[config.mk]
export PLATFORM = sky130hd
export DESIGN_NAME = matrix_rotate_90_clockwise
export DESIGN_NICKNAME = d
export VERILOG_FILES = /design/src/rtl/core/rot90_pkg.sv /design/src/rtl/core/rot90_front.sv /design/src/rtl/core/rot90_jobq.sv /design/src/rtl/core/rot90_back.sv /design/src/rtl/core/matrix_rotate_90_clockwise.sv
export SDC_FILE = /design/constraint.sdc
export NUM_CORES = 2
export LEC_CHECK = 0
export ABC_AREA = 1
export BUFFER_PORTS_ARGS = -buffer_cell sky130_fd_sc_hd__buf_2
export CAP_MARGIN = 10
export CORE_ASPECT_RATIO = 0.5
export CORE_UTILIZATION = 35
export CTS_CLUSTER_DIAMETER = 30
export DETAILED_ROUTE_END_ITERATION = 8
export PLACE_DENSITY = 0.48
export SLEW_MARGIN = 20
export SYNTH_ARGS = -nofsm -noshare
export SYNTH_HDL_FRONTEND = slang
export SYNTH_MEMORY_MAX_BITS = 65536
export SYNTH_SLANG_ARGS = --single-unit
[constraint.sdc]
create_clock -name clk -period 5.2 [get_ports clk]
set_clock_uncertainty 0.05 [all_clocks]
set_input_delay 0.52 -clock clk [delete_from_list [all_inputs] [get_ports clk]]
set_output_delay 0.52 -clock clk [all_outputs]
set_load 0.01 [all_outputs]
[src/rtl/core/rot90_pkg.sv]
// Shared types and constants for the clockwise matrix rotation block.
package rot90_pkg;

  // Width of the side-length register and of a side value.
  localparam int unsigned SIDE_W = 4;

  // Register map.
  localparam logic [0:0] REG_ADDR_SIDE_LEN = 1'b0;

  // Side length after reset.
  localparam logic [SIDE_W-1:0] SIDE_LEN_RESET = 4'd8;

  // Number of store banks, one matrix per bank.
  localparam logic [1:0] BANK_COUNT = 2'd2;

  // A fully loaded matrix waiting to be read out.
  typedef struct packed {
    logic              bank;
    logic [SIDE_W-1:0] side;
  } job_t;

  // Read-out sequencer states.
  typedef enum logic {
    BK_IDLE,
    BK_RUN
  } back_state_t;

endpackage

[src/rtl/core/rot90_front.sv]
// Input side: writes elements into the store and posts a job per full matrix.
module rot90_front #(
  parameter int unsigned MAX_SIDE      = 8,
  parameter int unsigned ELEMENT_WIDTH = 32
) (
  input  logic                            clk,
  input  logic                            rst_n,
  input  logic                            clear,
  input  logic [rot90_pkg::SIDE_W-1:0]    side,
  input  logic                            in_valid,
  output logic                            in_ready,
  input  logic signed [31:0]              in_element_value,
  output logic                            wr_en,
  output logic [((MAX_SIDE > 1) ? $clog2(MAX_SIDE * MAX_SIDE) : 1):0] wr_addr,
  output logic [ELEMENT_WIDTH-1:0]        wr_data,
  output logic                            job_push,
  output rot90_pkg::job_t                 job,
  input  logic                            bank_release
);

  localparam int unsigned IDX_W = (MAX_SIDE > 1) ? $clog2(MAX_SIDE * MAX_SIDE) : 1;
  localparam int unsigned CNT_W = (MAX_SIDE > 1) ? $clog2(MAX_SIDE) : 1;

  logic [CNT_W-1:0] col_r, col_nxt;
  logic [CNT_W-1:0] row_r, row_nxt;
  logic [IDX_W-1:0] idx_r, idx_nxt;
  logic             bank_r, bank_nxt;
  logic [1:0]       busy_r, busy_nxt;
  logic [CNT_W-1:0] side_m1;
  logic             accept;
  logic             last_elem;

  // A bank is busy from its last element until its last read is issued.
  assign in_ready  = (busy_r != rot90_pkg::BANK_COUNT);
  assign accept    = in_valid && in_ready;
  assign side_m1   = CNT_W'(side - rot90_pkg::SIDE_W'(1));
  assign last_elem = (col_r == side_m1) && (row_r == side_m1);

  // Store write port: elements keep their low ELEMENT_WIDTH bits.
  assign wr_en    = accept;
  assign wr_addr  = {bank_r, idx_r};
  assign wr_data  = ELEMENT_WIDTH'({1'b0, in_element_value});

  // Job posted with the final element of a matrix.
  assign job_push  = accept && last_elem;
  assign job.bank  = bank_r;
  assign job.side  = side;

  // Row-major position tracking.
  always_comb begin
    col_nxt  = col_r;
    row_nxt  = row_r;
    idx_nxt  = idx_r;
    bank_nxt = bank_r;
    if (clear) begin
      col_nxt = '0;
      row_nxt = '0;
      idx_nxt = '0;
    end else if (accept) begin
      idx_nxt = IDX_W'(idx_r + 1'b1);
      if (col_r == side_m1) begin
        col_nxt = '0;
        if (row_r == side_m1) begin
          row_nxt  = '0;
          idx_nxt  = '0;
          bank_nxt = ~bank_r;
        end else begin
          row_nxt = CNT_W'(row_r + 1'b1);
        end
      end else begin
        col_nxt = CNT_W'(col_r + 1'b1);
      end
    end
  end

  // Outstanding bank count.
  always_comb begin
    busy_nxt = busy_r;
    if (job_push && !bank_release) begin
      busy_nxt = 2'(busy_r + 1'b1);
    end else if (!job_push && bank_release) begin
      busy_nxt = 2'(busy_r - 1'b1);
    end
  end

  always_ff @(posedge clk) begin
    if (!rst_n) begin
      col_r  <= '0;
      row_r  <= '0;
      idx_r  <= '0;
      bank_r <= 1'b0;
      busy_r <= '0;
    end else begin
      col_r  <= col_nxt;
      row_r  <= row_nxt;
      idx_r  <= idx_nxt;
      bank_r <= bank_nxt;
      busy_r <= busy_nxt;
    end
  end

endmodule

[src/rtl/core/rot90_jobq.sv]
// Two-entry job queue between the load side and the read-out side.
module rot90_jobq (
  input  logic            clk,
  input  logic            rst_n,
  input  logic            push,
  input  rot90_pkg::job_t push_job,
  input  logic            pop,
  output logic            not_empty,
  output rot90_pkg::job_t head_job
);

  rot90_pkg::job_t entry_r [2];
  logic            wr_ptr_r, wr_ptr_nxt;
  logic            rd_ptr_r, rd_ptr_nxt;
  logic [1:0]      count_r, count_nxt;

  assign not_empty = (count_r != 2'd0);
  assign head_job  = entry_r[rd_ptr_r];

  // Pointer and occupancy update; the load side never overfills it.
  always_comb begin
    wr_ptr_nxt = push ? ~wr_ptr_r : wr_ptr_r;
    rd_ptr_nxt = pop ? ~rd_ptr_r : rd_ptr_r;
    count_nxt  = count_r;
    if (push && !pop) begin
      count_nxt = 2'(count_r + 1'b1);
    end else if (!push && pop) begin
      count_nxt = 2'(count_r - 1'b1);
    end
  end

  always_ff @(posedge clk) begin
    if (!rst_n) begin
      wr_ptr_r <= 1'b0;
      rd_ptr_r <= 1'b0;
      count_r  <= '0;
    end else begin
      wr_ptr_r <= wr_ptr_nxt;
      rd_ptr_r <= rd_ptr_nxt;
      count_r  <= count_nxt;
    end
  end

  // Entry storage.
  always_ff @(posedge clk) begin
    if (push) begin
      entry_r[wr_ptr_r] <= push_job;
    end
  end

endmodule

[src/rtl/core/rot90_back.sv]
// Read-out side: holds the two-bank store and walks it in rotated order.
module rot90_back #(
  parameter int unsigned MAX_SIDE      = 8,
  parameter int unsigned ELEMENT_WIDTH = 32
) (
  input  logic                     clk,
  input  logic                     rst_n,
  input  logic                     wr_en,
  input  logic [((MAX_SIDE > 1) ? $clog2(MAX_SIDE * MAX_SIDE) : 1):0] wr_addr,
  input  logic [ELEMENT_WIDTH-1:0] wr_data,
  input  logic                     job_valid,
  input  rot90_pkg::job_t          job,
  output logic                     job_pop,
  output logic                     bank_release,
  output logic                     out_valid,
  input  logic                     out_ready,
  output logic signed [31:0]       out_rotated_value,
  output logic                     out_last_of_matrix
);

  localparam int unsigned IDX_W   = (MAX_SIDE > 1) ? $clog2(MAX_SIDE * MAX_SIDE) : 1;
  localparam int unsigned CNT_W   = (MAX_SIDE > 1) ? $clog2(MAX_SIDE) : 1;
  localparam int unsigned DEPTH   = 2 ** (IDX_W + 1);
  localparam int unsigned PROD_W  = 2 * rot90_pkg::SIDE_W;

  logic [ELEMENT_WIDTH-1:0]  store_mem [DEPTH];
  logic [ELEMENT_WIDTH-1:0]  rd_data_r;

  rot90_pkg::back_state_t    state_r, state_nxt;
  logic [rot90_pkg::SIDE_W-1:0] side_r, side_nxt;
  logic                      bank_r, bank_nxt;
  logic [CNT_W-1:0]          row_r, row_nxt;
  logic [CNT_W-1:0]          col_r, col_nxt;
  logic [IDX_W-1:0]          src_r, src_nxt;
  logic [IDX_W-1:0]          top_r, top_nxt;
  logic                      out_valid_r, out_valid_nxt;
  logic                      last_r, last_nxt;
  logic                      rd_en;
  logic [CNT_W-1:0]          side_m1;
  logic [PROD_W-1:0]         top_prod;

  // Start of the bottom row, (N-1)*N, for the incoming job.
  assign top_prod = PROD_W'(job.side - rot90_pkg::SIDE_W'(1)) * PROD_W'(job.side);
  assign side_m1  = CNT_W'(side_r - rot90_pkg::SIDE_W'(1));

  // Sequencer: each issued read becomes one result in the output register.
  always_comb begin
    state_nxt     = state_r;
    side_nxt      = side_r;
    bank_nxt      = bank_r;
    row_nxt       = row_r;
    col_nxt       = col_r;
    src_nxt       = src_r;
    top_nxt       = top_r;
    last_nxt      = last_r;
    out_valid_nxt = out_valid_r && !out_ready;
    job_pop       = 1'b0;
    rd_en         = 1'b0;
    bank_release  = 1'b0;
    case (state_r)
      rot90_pkg::BK_IDLE: begin
        if (job_valid) begin
          job_pop   = 1'b1;
          side_nxt  = job.side;
          bank_nxt  = job.bank;
          row_nxt   = '0;
          col_nxt   = '0;
          top_nxt   = IDX_W'(top_prod);
          src_nxt   = IDX_W'(top_prod);
          state_nxt = rot90_pkg::BK_RUN;
        end
      end
      rot90_pkg::BK_RUN: begin
        if (!out_valid_r || out_ready) begin
          rd_en         = 1'b1;
          out_valid_nxt = 1'b1;
          last_nxt      = (col_r == side_m1) && (row_r == side_m1);
          if (col_r == side_m1) begin
            // Next output row reads the next column, bottom to top.
            col_nxt = '0;
            src_nxt = IDX_W'(top_r + IDX_W'(row_r) + 1'b1);
            if (row_r == side_m1) begin
              bank_release = 1'b1;
              state_nxt    = rot90_pkg::BK_IDLE;
            end else begin
              row_nxt = CNT_W'(row_r + 1'b1);
            end
          end else begin
            col_nxt = CNT_W'(col_r + 1'b1);
            src_nxt = IDX_W'(src_r - IDX_W'(side_r));
          end
        end
      end
      default: begin
        state_nxt = rot90_pkg::BK_IDLE;
      end
    endcase
  end

  // Control registers.
  always_ff @(posedge clk) begin
    if (!rst_n) begin
      state_r     <= rot90_pkg::BK_IDLE;
      out_valid_r <= 1'b0;
    end else begin
      state_r     <= state_nxt;
      out_valid_r <= out_valid_nxt;
    end
  end

  // Sequencer payload registers.
  always_ff @(posedge clk) begin
    side_r <= side_nxt;
    bank_r <= bank_nxt;
    row_r  <= row_nxt;
    col_r  <= col_nxt;
    src_r  <= src_nxt;
    top_r  <= top_nxt;
    last_r <= last_nxt;
  end

  // Element store: one write port for loading, one registered read port.
  always_ff @(posedge clk) begin
    if (wr_en) begin
      store_mem[wr_addr] <= wr_data;
    end
    if (rd_en) begin
      rd_data_r <= store_mem[{bank_r, src_r}];
    end
  end

  assign out_valid          = out_valid_r;
  assign out_rotated_value  = 32'({1'b0, rd_data_r});
  assign out_last_of_matrix = last_r;

endmodule

[src/rtl/core/matrix_rotate_90_clockwise.sv]
// Top level of the clockwise matrix rotation block with its register port.
//
//   Channel  Direction  Handshake            Payload
//   in_      input      in_valid/in_ready    in_element_value
//   out_     output     out_valid/out_ready  out_rotated_value, out_last_of_matrix
//   cfg_     input      APB write/read       side length at byte address 0
//
// One element is loaded per cycle while in_ready is high, and within a matrix one
// result is sent per cycle while out_ready is high. The first result of a matrix
// follows the transfer of its final element through the job queue, the job
// hand-off and the registered store read. The store has two banks, so a matrix
// loads while the one before it drains; a third matrix waits until a bank is free.
// Reset clears all control state and sets the side length to 8.
// A stalled output holds its result while further reads wait.
module matrix_rotate_90_clockwise #(
  parameter int unsigned MAX_SIDE      = 8,
  parameter int unsigned ELEMENT_WIDTH = 32
) (
  input  logic               clk,
  input  logic               rst_n,
  input  logic               in_valid,
  output logic               in_ready,
  input  logic signed [31:0] in_element_value,
  output logic               out_valid,
  input  logic               out_ready,
  output logic signed [31:0] out_rotated_value,
  output logic               out_last_of_matrix,
  input  logic               cfg_psel,
  input  logic               cfg_penable,
  input  logic               cfg_pwrite,
  input  logic [0:0]         cfg_paddr,
  input  logic [31:0]        cfg_pwdata,
  output logic [31:0]        cfg_prdata,
  output logic               cfg_pready
);

  localparam int unsigned IDX_W = (MAX_SIDE > 1) ? $clog2(MAX_SIDE * MAX_SIDE) : 1;

  logic [rot90_pkg::SIDE_W-1:0] side_len_r, side_len_nxt;
  logic [rot90_pkg::SIDE_W-1:0] side;
  logic                         size_wr;
  logic                         wr_en;
  logic [IDX_W:0]               wr_addr;
  logic [ELEMENT_WIDTH-1:0]     wr_data;
  logic                         job_push;
  rot90_pkg::job_t              push_job;
  logic                         job_pop;
  logic                         job_valid;
  rot90_pkg::job_t              head_job;
  logic                         bank_release;

  // Register port; every transfer completes in its access cycle.
  assign cfg_pready = 1'b1;
  assign size_wr    = cfg_psel && cfg_penable && cfg_pwrite &&
                      (cfg_paddr == rot90_pkg::REG_ADDR_SIDE_LEN);
  assign side_len_nxt = size_wr ? cfg_pwdata[rot90_pkg::SIDE_W-1:0] : side_len_r;
  assign cfg_prdata = (cfg_paddr == rot90_pkg::REG_ADDR_SIDE_LEN) ?
                      32'(side_len_r) : '0;

  always_ff @(posedge clk) begin
    if (!rst_n) begin
      side_len_r <= rot90_pkg::SIDE_LEN_RESET;
    end else begin
      side_len_r <= side_len_nxt;
    end
  end

  // Side in use: zero counts as one, anything above the maximum as the maximum.
  always_comb begin
    if (side_len_r == '0) begin
      side = rot90_pkg::SIDE_W'(1);
    end else if (side_len_r > rot90_pkg::SIDE_W'(MAX_SIDE)) begin
      side = rot90_pkg::SIDE_W'(MAX_SIDE);
    end else begin
      side = side_len_r;
    end
  end

  rot90_front #(
    .MAX_SIDE      (MAX_SIDE),
    .ELEMENT_WIDTH (ELEMENT_WIDTH)
  ) u_front (
    .clk              (clk),
    .rst_n            (rst_n),
    .clear            (size_wr),
    .side             (side),
    .in_valid         (in_valid),
    .in_ready         (in_ready),
    .in_element_value (in_element_value),
    .wr_en            (wr_en),
    .wr_addr          (wr_addr),
    .wr_data          (wr_data),
    .job_push         (job_push),
    .job              (push_job),
    .bank_release     (bank_release)
  );

  rot90_jobq u_jobq (
    .clk       (clk),
    .rst_n     (rst_n),
    .push      (job_push),
    .push_job  (push_job),
    .pop       (job_pop),
    .not_empty (job_valid),
    .head_job  (head_job)
  );

  rot90_back #(
    .MAX_SIDE      (MAX_SIDE),
    .ELEMENT_WIDTH (ELEMENT_WIDTH)
  ) u_back (
    .clk                (clk),
    .rst_n              (rst_n),
    .wr_en              (wr_en),
    .wr_addr            (wr_addr),
    .wr_data            (wr_data),
    .job_valid          (job_valid),
    .job                (head_job),
    .job_pop            (job_pop),
    .bank_release       (bank_release),
    .out_valid          (out_valid),
    .out_ready          (out_ready),
    .out_rotated_value  (out_rotated_value),
    .out_last_of_matrix (out_last_of_matrix)
  );

endmodule

==> key figures <==
Status
  • Outcome: finished clean

Yosys
  • Yosys cell types: 36
  • Mux cell area share after synthesis: 0.00667%
  • Post-synth EDFFs: 4160
  • Synthesized area: 0.169 mm2
  • Top cells by count, synth: nand2_1, edfxtp_1, nand3_1
  • Synth Area in Compound Gates: 0.176%
  • Synth Area in Adders: 0.253%
  • Synthesis Warnings: 0
  • Dominant synthesized flop cell: edfxtp_1
  • Synth Area in XOR/XNOR: 0.0986%
  • Top cell type's share of synthesized area: 74.0%
  • Sequential-to-total area share from yosys stat: 74.3%
  • Synth Area in Simple Gates: 21.9%
  • Yosys top cell by area: edfxtp_1
  • Largest family of logic cells by synthesized area: simple AND/OR/NAND/NOR gates
  • Synth Area per Inst: 12.2 um2
  • Most common cell in the netlist: nand2_1
  • Synthesized flop and latch total: 4186
  • Post-synth ARST share: 0%
  • Synth area leaders: edfxtp_1, nand3_1, nand2_1
  • Mapped Cells: 13800

Timing
  • Final period util: 82.3%
  • RSZ-0062 raised after global routing: false
  • Min cycle time layout: 4.28 ns
  • Slew Viols, Final: 0
  • Fmax achieved: 0.234 GHz
  • Hold Fails Final Rpt: 0
  • Setup violations, final: 0
  • Worst slew pin tran: 1.22 ns
  • Worst rel slew slack: 18.8%
  • Setup TNS: 0 ns
  • WHS: 0.00991 ns

Routing
  • Met2 wire len: 247 mm
  • Highest routed layer: met4
  • DRT iter0 DRCs: 13100
  • Post-route ant nets: 0
  • Routed length on met1: 249 mm
  • Via count: 112000
  • Drt via density: 5.31
  • Routed WL per cell: 26.4 um
  • Final WL: 555 mm
  • Detailed Routing Iterations Pass 1: 6
  • DRC Markers: 0
  • WL met3: 42.1 mm

CTS
  • Clk sinks: 4186
  • Worst-Skew Late Latency: 0.96 ns
  • Root Buffer: clkbuf_16
  • CTS tree: yes
  • Htree depth: 6
  • CTS max path bufs: 4
  • TritonCTS buffer count: 621
  • Clock-pin slew on the worst setup and hold paths: 0.06 ns

Place
  • PortBufs: 82
  • Dpl hpwl: 305 mm
  • Gpl congestion: 0.834
  • Dpl cell area: 0.178 mm2

Power and ir drop
  • Power Density: 589 mW/mm2
  • Max VDD drop: 0.488 mV
  • P_leak: 69.7 nW

Min path
  • Hold Crit Class: input pin to register

Setup path
  • CP Capture Type: register
  • Worst Path Arrival: 4.89 ns
  • R2r setup slk: 0.92 ns
  • CP cell instances: o21ai_0 -> ha_1 -> inv_1 -> ha_1 -> inv_1 -> nand2_1 -> fa_1 -> inv_1 -> fa_1 -> ha_1 -> a21o_1 -> a21oi_1 -> nand3_1 -> nand2_1 -> nand3_1 -> nand3_1 -> nand2_1
  • Critical path peak fanout: 11
  • Critical path's slowest cell: fa_1
  • CP max stage delay: 0.56 ns
  • CP Data Required Time: 5.81 ns
  • Startpoint types: register
  • Crit path kind: register to register

Die
  • Die Y: 493 um
  • Die Area: 0.485 mm2
  • Die Wd: 984 um
  • Initial Util: 35.3%
  • Io pins: 140
  • Num rows: 179
  • Core area: 0.478 mm2

GRT
  • First-pass GRT wire length: 783 mm
  • Vias in the first global route: 105000
  • Largest net degree at the start of global routing: 171
  • Initial antenna violation count: 30
  • GRT Overall Usage: 22.2%
  • Grt ovf: 0

Final layout
  • Synth-to-Final Area Change: 18.2%
  • Finished Cell Area: 0.199 mm2
  • Core Util, Final: 41.7%
  • Nets: 14200
  • Share of layout cells above drive strength 1: 11.4%

Job
  • Max cap viols: 0
-- registers in the layout (all words and copies together) (netlist names), named ones only --
name / count
u_back.out_last_of_matrix: 1
u_jobq.rd_ptr_r: 1
u_back.store_mem: 4096
u_front.col_r: 3
side_len_r: 4
u_front.bank_r: 1
u_front.busy_r: 2
u_back.top_r: 4
u_back.out_valid: 1
u_back.out_rotated_value: 32
u_back.src_r: 6
u_back.col_r: 3
u_jobq.count_r: 2
u_jobq.wr_ptr_r: 1
u_back.state_r: 1
u_jobq.entry_r: 10
u_back.row_r: 3
u_front.idx_r: 6
u_front.row_r: 3
u_back.bank_r: 1
u_back.side_r: 4
-- cells in the final DEF, fill, tap and decap left out, types with 49 or more instances in the layout --
master,n
clkbuf_1,58
clkbuf_16,642
clkinvlp_4,49
buf_4,354
bufinv_16,90
inv_1,72
nor2_4,125
nand3_1,4048
buf_12,90
nor2_1,57
inv_6,54
clkinv_2,92
clkinv_1,90
buf_2,50
edfxtp_1,4160
nand2_1,4223
-- per-stage QoR --
| stage | power [mW] | worst slack, ns | instances |
|---|---|---|---|
| after floorplan | 59.9 | 1.44 | 13800 |
| after global placement | 74.9 | 0.745 | 19800 |
| after detailed placement | 75.0 | 0.911 | 19800 |
| after CTS | 118 | 0.865 | 21000 |
| after global routing | 122 | 0.564 | 21000 |
| final | 118 | 0.922 | 21000 |
-- cell type report --
type                            count  area (um2)
Clock inverter                    434        5010
Clock buffer                      700       16300
Sequential cell                  4186      125000
Fill cell                       44400      278000
Timing Repair Buffer              553        5360
Tap cell                         6425        8040
Inverter                           82         362
Multi-Input combinational cell   8623       39000
Antenna cell                       14        35.0
-- cell families (layout without fill, tap and decap cells) --
logic type,Yosys count,after routing
other,2,43
AND/OR/NAND/NOR,8487,8487
flip-flops,4186,4186
multiplexers,1,1
buffers and inverters,1025,1769
adder cells (fa/ha/maj),30,30
AO/OA/AOI/OAI,57,57
XOR/XNOR,19,19
-- path summary, 6_finish.rpt --
check | startpoint | to | cells after the start
setup / recovery | register | u_back.src_r[5]$_DFFE_PP_ | 17
hold / removal | in_element_value[31] | u_back.store_mem[76][31]$_DFFE_PP_ | 1
setup reg to reg | register | u_back.src_r[5]$_DFFE_PP_ | 17
hold reg to reg | u_jobq.rd_ptr_r$_SDFFE_PN0P_ | register | 1
-- layer usage --
| layer | up-vias | global-route usage [%] |
|---|---|---|
| met2 | 4377 | 33.8 |
| met4 | 0 | 6.91 |
| met3 | 782 | 3.65 |
| met5 | - | 0 |
| li1 | 50200 | - |
| met1 | 56300 | 32.5 |
-- worst max-delay path: cells and delay by family (launching register included) --
kind,cells,cell delay (ns)
buffers and inverters,3,0.18
adder cells (fa/ha/maj),5,1.85
AO/OA/AOI/OAI,3,0.92
flip-flops,1,0.39
AND/OR/NAND/NOR,6,0.61
-- where the power goes --
group	switching [mW]	internal (mW)	total, mW
combinational	27.2	9.24	36.4
sequential	0.405	37.7	38.1
clock	15.9	27.1	43.1
-- repair_timing --
item / in CTS / in global routing
endpoints found under the hold margin: 221 / 0
hold buffers: 26 / 0
buffers inserted: 0 / 0
resized for setup: 0 / 0
No activity file was read; power rests on OpenSTA's default activity.
